$ cat config.mk
export PLATFORM = sky130hd
export DESIGN_NAME = video_chip_register_file_core
export DESIGN_NICKNAME = d
export VERILOG_FILES = /design/src/vcrf_pkg.sv /design/src/video_chip_register_file_core.sv
export SDC_FILE = /design/constraint.sdc
export NUM_CORES = 1
export LEC_CHECK = 0
export ABC_AREA = 1
export BUFFER_PORTS_ARGS = -buffer_cell sky130_fd_sc_hd__buf_4
export CAP_MARGIN = 10
export CORE_UTILIZATION = 65
export CTS_BUF_LIST = sky130_fd_sc_hd__clkbuf_8 sky130_fd_sc_hd__clkbuf_16
export DETAILED_ROUTE_END_ITERATION = 16
export PLACE_DENSITY_LB_ADDON = 0.15
export SKIP_CTS_REPAIR_TIMING = 1
export SYNTH_ARGS = -nofsm -noshare
export SYNTH_HDL_FRONTEND = slang
export SYNTH_SLANG_ARGS = --single-unit
export TNS_END_PERCENT = 1
$ cat constraint.sdc
create_clock -name clk_i -period 6.9 [get_ports clk_i]
set_clock_uncertainty 0.2 [all_clocks]
set_input_delay 1.38 -clock clk_i [delete_from_list [all_inputs] [get_ports clk_i]]
set_output_delay 1.38 -clock clk_i [all_outputs]
set_load 0.02 [all_outputs]
$ cat src/vcrf_pkg.sv
// ----------------------------------------------------------------------------
// Video chip register file package
// Register addresses, action codes, field widths and sizes shared by the
// register bank and its checker.
// ----------------------------------------------------------------------------
package vcrf_pkg;

  localparam int NumSprites = 8;
  localparam int MaxSprites = 8;
  localparam int PaletteDepth = 15;

  localparam int AddrW = 6;
  localparam int ActionW = 2;
  localparam int InDataW = 64;
  localparam int OutDataW = 40;

  localparam logic [ActionW-1:0] ActRead = 2'd0;
  localparam logic [ActionW-1:0] ActWrite = 2'd1;
  localparam logic [ActionW-1:0] ActEvent = 2'd2;

  localparam logic [AddrW-1:0] RegPosFirst = 6'h00;
  localparam logic [AddrW-1:0] RegPosLast = 6'h0f;
  localparam logic [AddrW-1:0] RegMsbX = 6'h10;
  localparam logic [AddrW-1:0] RegCtrlOne = 6'h11;
  localparam logic [AddrW-1:0] RegRaster = 6'h12;
  localparam logic [AddrW-1:0] RegPenX = 6'h13;
  localparam logic [AddrW-1:0] RegPenY = 6'h14;
  localparam logic [AddrW-1:0] RegSpriteOn = 6'h15;
  localparam logic [AddrW-1:0] RegCtrlTwo = 6'h16;
  localparam logic [AddrW-1:0] RegStretchY = 6'h17;
  localparam logic [AddrW-1:0] RegPointers = 6'h18;
  localparam logic [AddrW-1:0] RegIrqLatch = 6'h19;
  localparam logic [AddrW-1:0] RegIrqEnable = 6'h1a;
  localparam logic [AddrW-1:0] RegBehind = 6'h1b;
  localparam logic [AddrW-1:0] RegMulti = 6'h1c;
  localparam logic [AddrW-1:0] RegStretchX = 6'h1d;
  localparam logic [AddrW-1:0] RegHitSprite = 6'h1e;
  localparam logic [AddrW-1:0] RegHitBackdrop = 6'h1f;
  localparam logic [AddrW-1:0] RegPaletteFirst = 6'h20;
  localparam logic [AddrW-1:0] RegPaletteLast = 6'h2e;

endpackage

$ cat src/video_chip_register_file_core.sv
// ----------------------------------------------------------------------------
// Video chip register file core
// Register bank of an eight-sprite video chip: bus reads, bus writes and
// collision/interrupt events, one result per transaction.
// ----------------------------------------------------------------------------
// Every input transaction produces exactly one result transaction, registered in
// the input register and then the result register. One transaction is taken per
// cycle while the output is not stalled: the input register feeds a single pass of
// decode and select logic that updates the bank and loads the result register.
// Reads fill unused bits with ones, collision registers clear on read, and the
// display settings in each result reflect the bank after that transaction.
module video_chip_register_file_core
  import vcrf_pkg::*;
#(
  parameter int SPRITES = NumSprites
) (
  input  logic                s_axis_tvalid,
  output logic                s_axis_tready,
  // addr[5:0], wdata[13:6], raster_line[22:14], pen_x[30:23], pen_y[38:31],
  // sprite_hits[46:39], backdrop_hits[54:47], irq_events[58:55], zeros above
  input  logic [InDataW-1:0]  s_axis_tdata,
  // action[1:0]
  input  logic [ActionW-1:0]  s_axis_tuser,
  output logic                m_axis_tvalid,
  input  logic                m_axis_tready,
  // rdata[7:0], compare_line[16:8], irq_active[17], display_on[18],
  // scroll_y[21:19], scroll_x[24:22], video_mode[27:25], wide_columns[28],
  // tall_rows[29], matrix_base[33:30], glyph_base[36:34], zeros above
  output logic [OutDataW-1:0] m_axis_tdata,
  input  logic                clk_i,
  input  logic                rst_ni
);

  localparam logic [7:0] SprMask = 8'((16'd1 << SPRITES) - 16'd1);
  localparam logic [7:0] SprFill = ~SprMask;

  logic                in_valid_q;
  logic [ActionW-1:0]  action_q;
  logic [AddrW-1:0]    addr_q;
  logic [7:0]          wdata_q;
  logic [8:0]          raster_q;
  logic [7:0]          pen_x_q;
  logic [7:0]          pen_y_q;
  logic [7:0]          sprite_hits_q;
  logic [7:0]          backdrop_hits_q;
  logic [3:0]          irq_events_q;

  logic                out_valid_q;
  logic [OutDataW-1:0] out_data_q;
  logic [OutDataW-1:0] out_data_d;

  logic [8:0] pos_x_q [MaxSprites];
  logic [8:0] pos_x_d [MaxSprites];
  logic [7:0] pos_y_q [MaxSprites];
  logic [7:0] pos_y_d [MaxSprites];
  logic [3:0] palette_q [PaletteDepth];
  logic [3:0] palette_d [PaletteDepth];

  logic [7:0] sprite_on_q, sprite_on_d;
  logic [7:0] stretch_y_q, stretch_y_d;
  logic [7:0] stretch_x_q, stretch_x_d;
  logic [7:0] behind_q, behind_d;
  logic [7:0] multi_q, multi_d;
  logic [7:0] ctrl_one_q, ctrl_one_d;
  logic [7:0] ctrl_two_q, ctrl_two_d;
  logic [6:0] pointers_q, pointers_d;
  logic [3:0] latch_q, latch_d;
  logic [3:0] enable_q, enable_d;
  logic [8:0] compare_q, compare_d;
  logic [7:0] hit_sprite_q, hit_sprite_d;
  logic [7:0] hit_backdrop_q, hit_backdrop_d;
  logic [1:0] armed_q, armed_d;

  logic       advance;
  logic [2:0] spr_idx;
  logic       spr_present;
  logic [3:0] pal_idx;
  logic [7:0] msb_x;
  logic [7:0] rdata;
  logic [7:0] sh_masked;
  logic [7:0] bh_masked;
  logic       irq_active;

  assign advance = in_valid_q && (!out_valid_q || m_axis_tready);
  assign s_axis_tready = !in_valid_q || advance;
  assign m_axis_tvalid = out_valid_q;
  assign m_axis_tdata = out_data_q;

  assign spr_idx = addr_q[3:1];
  assign spr_present = ({1'b0, spr_idx} < 4'(SPRITES));
  assign pal_idx = addr_q[3:0];
  assign sh_masked = sprite_hits_q & SprMask;
  assign bh_masked = backdrop_hits_q & SprMask;

  always_comb begin
    for (int i = 0; i < MaxSprites; i++) begin
      msb_x[i] = pos_x_q[i][8];
    end
  end

  always_comb begin
    pos_x_d = pos_x_q;
    pos_y_d = pos_y_q;
    palette_d = palette_q;
    sprite_on_d = sprite_on_q;
    stretch_y_d = stretch_y_q;
    stretch_x_d = stretch_x_q;
    behind_d = behind_q;
    multi_d = multi_q;
    ctrl_one_d = ctrl_one_q;
    ctrl_two_d = ctrl_two_q;
    pointers_d = pointers_q;
    latch_d = latch_q;
    enable_d = enable_q;
    compare_d = compare_q;
    hit_sprite_d = hit_sprite_q;
    hit_backdrop_d = hit_backdrop_q;
    armed_d = armed_q;
    rdata = 8'h00;

    case (action_q)
      ActRead: begin
        case (addr_q) inside
          [RegPosFirst:RegPosLast]: begin
            if (!spr_present) begin
              rdata = 8'hff;
            end else if (addr_q[0]) begin
              rdata = pos_y_q[spr_idx];
            end else begin
              rdata = pos_x_q[spr_idx][7:0];
            end
          end
          [RegPaletteFirst:RegPaletteLast]: rdata = {4'hf, palette_q[pal_idx]};
          RegMsbX:        rdata = (msb_x & SprMask) | SprFill;
          RegCtrlOne:     rdata = {raster_q[8], ctrl_one_q[6:0]};
          RegRaster:      rdata = raster_q[7:0];
          RegPenX:        rdata = pen_x_q;
          RegPenY:        rdata = pen_y_q;
          RegSpriteOn:    rdata = sprite_on_q | SprFill;
          RegCtrlTwo:     rdata = ctrl_two_q | 8'hc0;
          RegStretchY:    rdata = stretch_y_q | SprFill;
          RegPointers:    rdata = {pointers_q, 1'b1};
          RegIrqLatch:    rdata = {|(latch_q & enable_q), 3'b111, latch_q};
          RegIrqEnable:   rdata = {4'hf, enable_q};
          RegBehind:      rdata = behind_q | SprFill;
          RegMulti:       rdata = multi_q | SprFill;
          RegStretchX:    rdata = stretch_x_q | SprFill;
          RegHitSprite: begin
            rdata = hit_sprite_q | SprFill;
            hit_sprite_d = 8'h00;
            armed_d[0] = 1'b1;
          end
          RegHitBackdrop: begin
            rdata = hit_backdrop_q | SprFill;
            hit_backdrop_d = 8'h00;
            armed_d[1] = 1'b1;
          end
          default:        rdata = 8'hff;
        endcase
      end
      ActWrite: begin
        case (addr_q) inside
          [RegPosFirst:RegPosLast]: begin
            if (spr_present) begin
              if (addr_q[0]) begin
                pos_y_d[spr_idx] = wdata_q;
              end else begin
                pos_x_d[spr_idx] = {pos_x_q[spr_idx][8], wdata_q};
              end
            end
          end
          [RegPaletteFirst:RegPaletteLast]: palette_d[pal_idx] = wdata_q[3:0];
          RegMsbX: begin
            for (int i = 0; i < MaxSprites; i++) begin
              if (SprMask[i]) begin
                pos_x_d[i] = {wdata_q[i], pos_x_q[i][7:0]};
              end
            end
          end
          RegCtrlOne: begin
            ctrl_one_d = wdata_q;
            compare_d = {wdata_q[7], compare_q[7:0]};
          end
          RegRaster:      compare_d = {compare_q[8], wdata_q};
          RegSpriteOn:    sprite_on_d = wdata_q & SprMask;
          RegCtrlTwo:     ctrl_two_d = wdata_q;
          RegStretchY:    stretch_y_d = wdata_q & SprMask;
          RegPointers:    pointers_d = wdata_q[7:1];
          RegIrqLatch:    latch_d = latch_q & ~wdata_q[3:0];
          RegIrqEnable:   enable_d = wdata_q[3:0];
          RegBehind:      behind_d = wdata_q & SprMask;
          RegMulti:       multi_d = wdata_q & SprMask;
          RegStretchX:    stretch_x_d = wdata_q & SprMask;
          default: ;
        endcase
      end
      ActEvent: begin
        hit_sprite_d = hit_sprite_q | sh_masked;
        hit_backdrop_d = hit_backdrop_q | bh_masked;
        latch_d = latch_q | irq_events_q;
        if ((sh_masked != 8'h00) && armed_q[0]) begin
          latch_d[2] = 1'b1;
          armed_d[0] = 1'b0;
        end
        if ((bh_masked != 8'h00) && armed_q[1]) begin
          latch_d[1] = 1'b1;
          armed_d[1] = 1'b0;
        end
      end
      default: ;
    endcase

    irq_active = |(latch_d & enable_d);
    out_data_d = {3'b000, pointers_d[2:0], pointers_d[6:3], ctrl_one_d[3], ctrl_two_d[3],
                  ctrl_one_d[6:5], ctrl_two_d[4], ctrl_two_d[2:0], ctrl_one_d[2:0],
                  ctrl_one_d[4], irq_active, compare_d, rdata};
  end

  always_ff @(posedge clk_i or negedge rst_ni) begin
    if (!rst_ni) begin
      in_valid_q <= 1'b0;
      out_valid_q <= 1'b0;
    end else begin
      if (s_axis_tready) begin
        in_valid_q <= s_axis_tvalid;
      end
      if (advance) begin
        out_valid_q <= 1'b1;
      end else if (m_axis_tready) begin
        out_valid_q <= 1'b0;
      end
    end
  end

  always_ff @(posedge clk_i) begin
    if (s_axis_tvalid && s_axis_tready) begin
      action_q <= s_axis_tuser;
      addr_q <= s_axis_tdata[5:0];
      wdata_q <= s_axis_tdata[13:6];
      raster_q <= s_axis_tdata[22:14];
      pen_x_q <= s_axis_tdata[30:23];
      pen_y_q <= s_axis_tdata[38:31];
      sprite_hits_q <= s_axis_tdata[46:39];
      backdrop_hits_q <= s_axis_tdata[54:47];
      irq_events_q <= s_axis_tdata[58:55];
    end
    if (advance) begin
      out_data_q <= out_data_d;
    end
  end

  always_ff @(posedge clk_i or negedge rst_ni) begin
    if (!rst_ni) begin
      for (int i = 0; i < MaxSprites; i++) begin
        pos_x_q[i] <= '0;
        pos_y_q[i] <= '0;
      end
      for (int i = 0; i < PaletteDepth; i++) begin
        palette_q[i] <= '0;
      end
      sprite_on_q <= '0;
      stretch_y_q <= '0;
      stretch_x_q <= '0;
      behind_q <= '0;
      multi_q <= '0;
      ctrl_one_q <= '0;
      ctrl_two_q <= '0;
      pointers_q <= '0;
      latch_q <= '0;
      enable_q <= '0;
      compare_q <= '0;
      hit_sprite_q <= '0;
      hit_backdrop_q <= '0;
      armed_q <= 2'b11;
    end else if (advance) begin
      pos_x_q <= pos_x_d;
      pos_y_q <= pos_y_d;
      palette_q <= palette_d;
      sprite_on_q <= sprite_on_d;
      stretch_y_q <= stretch_y_d;
      stretch_x_q <= stretch_x_d;
      behind_q <= behind_d;
      multi_q <= multi_d;
      ctrl_one_q <= ctrl_one_d;
      ctrl_two_q <= ctrl_two_d;
      pointers_q <= pointers_d;
      latch_q <= latch_d;
      enable_q <= enable_d;
      compare_q <= compare_d;
      hit_sprite_q <= hit_sprite_d;
      hit_backdrop_q <= hit_backdrop_d;
      armed_q <= armed_d;
    end
  end

endmodule

Word level (Yosys, flattened, before mapping) --
Index checks and enable logic that the tools add are counted.
Cells by class: order comparisons 8, equality and inequality tests 41, mux-type cells 172, bitwise logic cells 23, reductions and logical operators 34
Operator list (number):
- 8-bit two-way mux | 58
- 72-bit two-way mux | 4
- 7-bit two-way mux | 15
- 4-bit two-way mux | 25
- 6-bit by 5-bit equality test with 1-bit output (second input constant) | 16
- 72-bit bitwise mux | 1
- 9-bit two-way mux | 8
- 64-bit bitwise mux | 1
- 60-bit bitwise mux | 1
- 2-bit != test (second input constant) | 23
- 1-bit two-way mux | 41
- 5-bit two-way mux | 8
- 20-bit AND reduction | 2
- 8-bit case mux with 2 select lines | 2
- 9-bit binary-select mux with 3-bit select | 1
- 9-bit demux with 3-bit select | 1
- 8-bit binary-select mux with 3-bit select | 1
- 8-bit demux with 3-bit select | 1
- 21-bit AND reduction | 1
- 19-bit AND reduction | 1
- 4-bit binary-select mux with 4-bit select | 1
- 4-bit demux with 4-bit select | 1
- 8-bit OR | 2
- 16-bit AND reduction | 1
- 32 further kinds | 62
Storage, ports and cells: register bits 391, input port bits 70, output and inout bits 42, logic and storage cells 346

Depth between registers and ports, before layout --
depth in word-level cells 20, depth in mapped cells 18, mapped depth without buffers 17

Worst setup path after synthesis --
OpenSTA, ideal clock, no wires.
path kind input to register, start in m_axis_tready, end reg out_data_q[0] (netlist: m_axis_tdata[0]) (enable), library setup time 416 ps, arrival time 3433 ps, data required time 6284 ps, path slack 2852 ps, stages 7, buffers on the path 3, cell sequence inv_1 > nand2_1 > nand2_1 > buf_2 > inv_1 > buf_2 > buf_1
Between the ends: word-level cells in the longest chain between the ends 2
Ends and longest elaborated chain:
- start, declared | line video_chip_register_file_core.sv:25 | input logic m_axis_tready,
- 1-bit logical OR | line video_chip_register_file_core.sv:84 | assign advance = in_valid_q && (!out_valid_q || m_axis_tready);
- 1-bit logical AND | line video_chip_register_file_core.sv:84
- via advance | line video_chip_register_file_core.sv:74 | logic advance;
- end signal, assigned | line video_chip_register_file_core.sv:248 | out_data_q <= out_data_d;
- end, declared | line video_chip_register_file_core.sv:49 | logic [OutDataW-1:0] out_data_q;
The timed path passes the listed nets, and every way through them passes these cells. A chain may end at the register's enable or synchronous reset.

Worst setup path in the final report --
start reg addr_q[0], end reg out_data_q[7] (netlist: m_axis_tdata[7]), data pin
Between the ends: word-level cells in the longest chain between the ends 19, elaborated cells on any way between the ends 41, classes of those cells order compare (4); eq/ne (16); mux (19); reduce/logical (2)
Ends and longest elaborated chain:
- start, declared | line video_chip_register_file_core.sv:39 | logic [AddrW-1:0] addr_q;
- start signal, assigned | line video_chip_register_file_core.sv:238 | addr_q <= s_axis_tdata[5:0];
- 6-bit by 5-bit equality test with 1-bit output (no line)
- 8-bit two-way mux (17 in series) | line video_chip_register_file_core.sv:123 | case (addr_q) inside
- 8-bit two-way mux (*) | line video_chip_register_file_core.sv:123
Every way passes the cells marked *; elsewhere a longest branch is shown, timed or not.

==> results.sh <==
export IMPL_p_total_w=0.00566
export IMPL_worstMarginPinSlew_ns=1.06
export IMPL_critical_path_reg2reg_startpoint="addr_q[0]$_DFFE_PP_"
export IMPL_antenna_left=0
export IMPL_power_density_mw_per_mm2=290
export IMPL_synth_area_mm2=0.0173
export IMPL_grt_max_degree=149
export IMPL_grt_pass1_vias=13731
export IMPL_yosysWarningCount=0
export IMPL_synth_top_area_cell="dfrtp_1"
export IMPL_n_antenna_cell=0
export IMPL_antenna_found_initial=0
export IMPL_gp_congestion=0.917
export IMPL_crit_chain="buf_4, inv_1, nor2_2, nand2_1, nor2_4, inv_1, nand2_2, inv_2, o21ai_1, a21oi_1, nand2_1, nand3_1, nand2_1, nand2_1, nand2_1, nand2_1, a21oi_1"
export IMPL_route_detailed_drc=0
export IMPL_clkTransAtPathRegs_ns=0.06
export IMPL_dpl_hpwl_um=29300
export IMPL_portBuffers=103
export IMPL_hold_depth=2
export IMPL_nNetsFinal=2043
export IMPL_die_area_mm2=0.0272
export IMPL_dr_wl_met3_um=3530
export IMPL_cts_root_buf="clkbuf_16"
export IMPL_maxSlewViolCount=0
export IMPL_overflow=0
export IMPL_worst_ep_arrival_time_ns=4.13
export IMPL_clkSinkCount=391
export IMPL_status="finished clean"
export IMPL_viasPerCell=6.09
export IMPL_areaGrowthSynthToFinish_pct=12.9
export IMPL_r2r_setup_slack_ns=2.96
export IMPL_start_util=0.663
export IMPL_final_common_cell="nand2_1"
export IMPL_critPathMaxStageDelay_ns=0.93
export IMPL_crit_type="reg2reg"
export IMPL_end_kind="register"
export IMPL_fmax_ghz=0.254
export IMPL_syn_mean_instance_area_um2=9.13
export IMPL_cp_required_ns=7.09
export IMPL_synth_area_leaders="dfrtp_1, edfxtp_1, nand2_1"
export IMPL_io_pins=112
export IMPL_synth_edff_count=98
export IMPL_numCtsBuffers=40
export IMPL_cp_max_fo=22
export IMPL_via_count=14223
export IMPL_tns_ns=0
export IMPL_synth_distinct_cells=50
export IMPL_synth_ff_type="dfrtp_1"
export IMPL_ir_worst_vdd_mv=0.284
export IMPL_clockBufferDepth=3
export IMPL_drive_gt1_frac=0.131
export IMPL_die_y_um=165
export IMPL_syn_inst=1893
export IMPL_startpoint_type="register"
export IMPL_met1Wirelength_um=18200
export IMPL_seq_area_frac_synth=0.595
export IMPL_coreArea_mm2=0.0261
export IMPL_place_inst=2263
export IMPL_first_pass_iters=6
export IMPL_leakagePower_nw=8.68
export IMPL_grt_setup_unrepaired="false"
export IMPL_rows=59
export IMPL_avgRoutedWirePerCell_um=19.7
export IMPL_hp_start="multi_q[5]$_DFFE_PN0P_"
export IMPL_track_usage=0.350
export IMPL_htreeDepth=2
export IMPL_worst_path_max_delay_cell="nor2_2"
export IMPL_timing_hold_ws_ns=0.281
export IMPL_fin_ws_ns=2.96
export IMPL_slew_headroom=0.290
export IMPL_reg2reg_to="m_axis_tdata[7]$_SDFFCE_PP0P_"
export IMPL_dieWidth_um=165
export IMPL_stdcell_count=2335
export IMPL_postSynth_asyncResetShare=0.749
export IMPL_period_share=0.571
export IMPL_maxCapViolCount=0
export IMPL_dp_slack_ns=3.14
export IMPL_clk_latency_ns=0.54
export IMPL_dr_wl_met2_um=22100
export IMPL_setup_viol=0
export IMPL_crit_top_cell="nand2_1"
export IMPL_cts_tree="built"
export IMPL_wirelength_um=46100
export IMPL_min_path_type="reg2reg"
export IMPL_yosysTopAreaCellShare=0.421
export IMPL_final_cell_mix="nand2_1, o21ai_0, dfrtp_1, inv_1, buf_4"
export IMPL_hold_viol_final=0
export IMPL_fin_crit_ns=3.94
export IMPL_drtIter0Drc=1742
export IMPL_reg2reg_depth=17
export IMPL_synth_seq_cells=391
export IMPL_dr_max_layer_used="met4"
export IMPL_timing_hold_worst_endpoint="multi_q[5]$_DFFE_PN0P_"
export IMPL_grt_pass1_wl_um=72400
[routing by layer]
metal / vias up / global-route usage
met5: - / 0
met4: 0 / 0.171
met3: 145 / 0.0550
met2: 693 / 0.567
met1: 6886 / 0.462
li1: 6499 / -
[state kept, by name, summed over array words and instances, names as in the netlist, 9 cells and up]
| register | flops |
|---|---|
| palette_q | 60 |
| raster_q | 9 |
| m_axis_tdata | 37 |
| pos_y_q | 64 |
| compare_q | 9 |
| pos_x_q | 64 |
[cells in the mapped netlist, types with 3 or more instances]
| master | number |
|---|---|
| clkbuf_1 | 51 |
| edfxtp_1 | 98 |
| inv_2 | 19 |
| o22ai_1 | 6 |
| o21ai_2 | 8 |
| o21ai_0 | 291 |
| nor2_4 | 6 |
| o21ai_1 | 33 |
| inv_1 | 112 |
| nor2_2 | 9 |
| a21oi_2 | 5 |
| or2_2 | 10 |
| a22o_1 | 8 |
| a22oi_1 | 27 |
| buf_2 | 22 |
| nor2_1 | 83 |
| o211ai_1 | 7 |
| nor4_4 | 3 |
| nand4_1 | 19 |
| dfrtp_1 | 291 |
| a31oi_1 | 8 |
| nor4_1 | 6 |
| a221oi_1 | 17 |
| nand2_2 | 8 |
| ha_1 | 3 |
| a21oi_1 | 59 |
| nand2_1 | 598 |
| buf_1 | 5 |
| nand3_1 | 45 |
| nor3_1 | 3 |
| buf_4 | 7 |
[how the worst max path moves through the flow]
stage	from	endpoint	slack [ns]	depth (start not counted)
2_1_floorplan	m_axis_tready	m_axis_tdata[0]$_SDFFCE_PP0P_	2.85	7
3_3_place_gp	addr_q[0]$_DFFE_PP_	m_axis_tdata[7]$_SDFFCE_PP0P_	3.17	17
3_5_place_dp	addr_q[0]$_DFFE_PP_	m_axis_tdata[7]$_SDFFCE_PP0P_	3.14	17
4_1_cts	addr_q[0]$_DFFE_PP_	m_axis_tdata[7]$_SDFFCE_PP0P_	3.08	17
5_1_grt	addr_q[0]$_DFFE_PP_	m_axis_tdata[7]$_SDFFCE_PP0P_	2.78	17
6_report	addr_q[0]$_DFFE_PP_	m_axis_tdata[7]$_SDFFCE_PP0P_	2.96	17
[critical path, delay by kind of cell (launching register included)]
| kind | cells | cell delay, ns |
|---|---|---|
| DFF | 1 | 0.32 |
| buffers and inverters | 4 | 0.91 |
| AOI/OAI and AO/OA | 3 | 0.29 |
| and+or+nand+nor | 10 | 2.05 |
[cells by family after synthesis]
logic type               Yosys count  share of synthesized area
AO/OA/AOI/OAI                    479                      0.156
adder cells (fa/ha/maj)            3                    0.00217
buffers and inverters            219                     0.0519
flip-flops                       391                      0.595
other                              1                   0.000217
AND/OR/NAND/NOR                  800                      0.195
[power breakdown]
| part | internal, W | switching (W) | total [W] |
|---|---|---|---|
| clock network | 0.00119 | 0.000876 | 0.00207 |
| registers | 0.00266 | 0.000136 | 0.00280 |
| logic | 0.000250 | 0.000542 | 0.000792 |
| total | 0.00410 | 0.00155 | 0.00566 |
[cell type report]
type                    instances  area, um2
repair buffers                120        921
inverters                     132        500
clock buffers                  47       1120
multi-input cells            1285       6120
well taps                     335        419
clock inverters                25        145
fillers                      1868       6560
flip-flops and latches        391      10300
[through the flow]
step / instance area (um2) / utilization
detailed placement: 18200 / 0.700
floorplan: 17300 / -
global route: 19500 / 0.748
global placement: 18200 / 0.700
CTS: 19500 / 0.748
finish: 19500 / 0.748
Note: power is estimated with default switching activity, not from simulation.
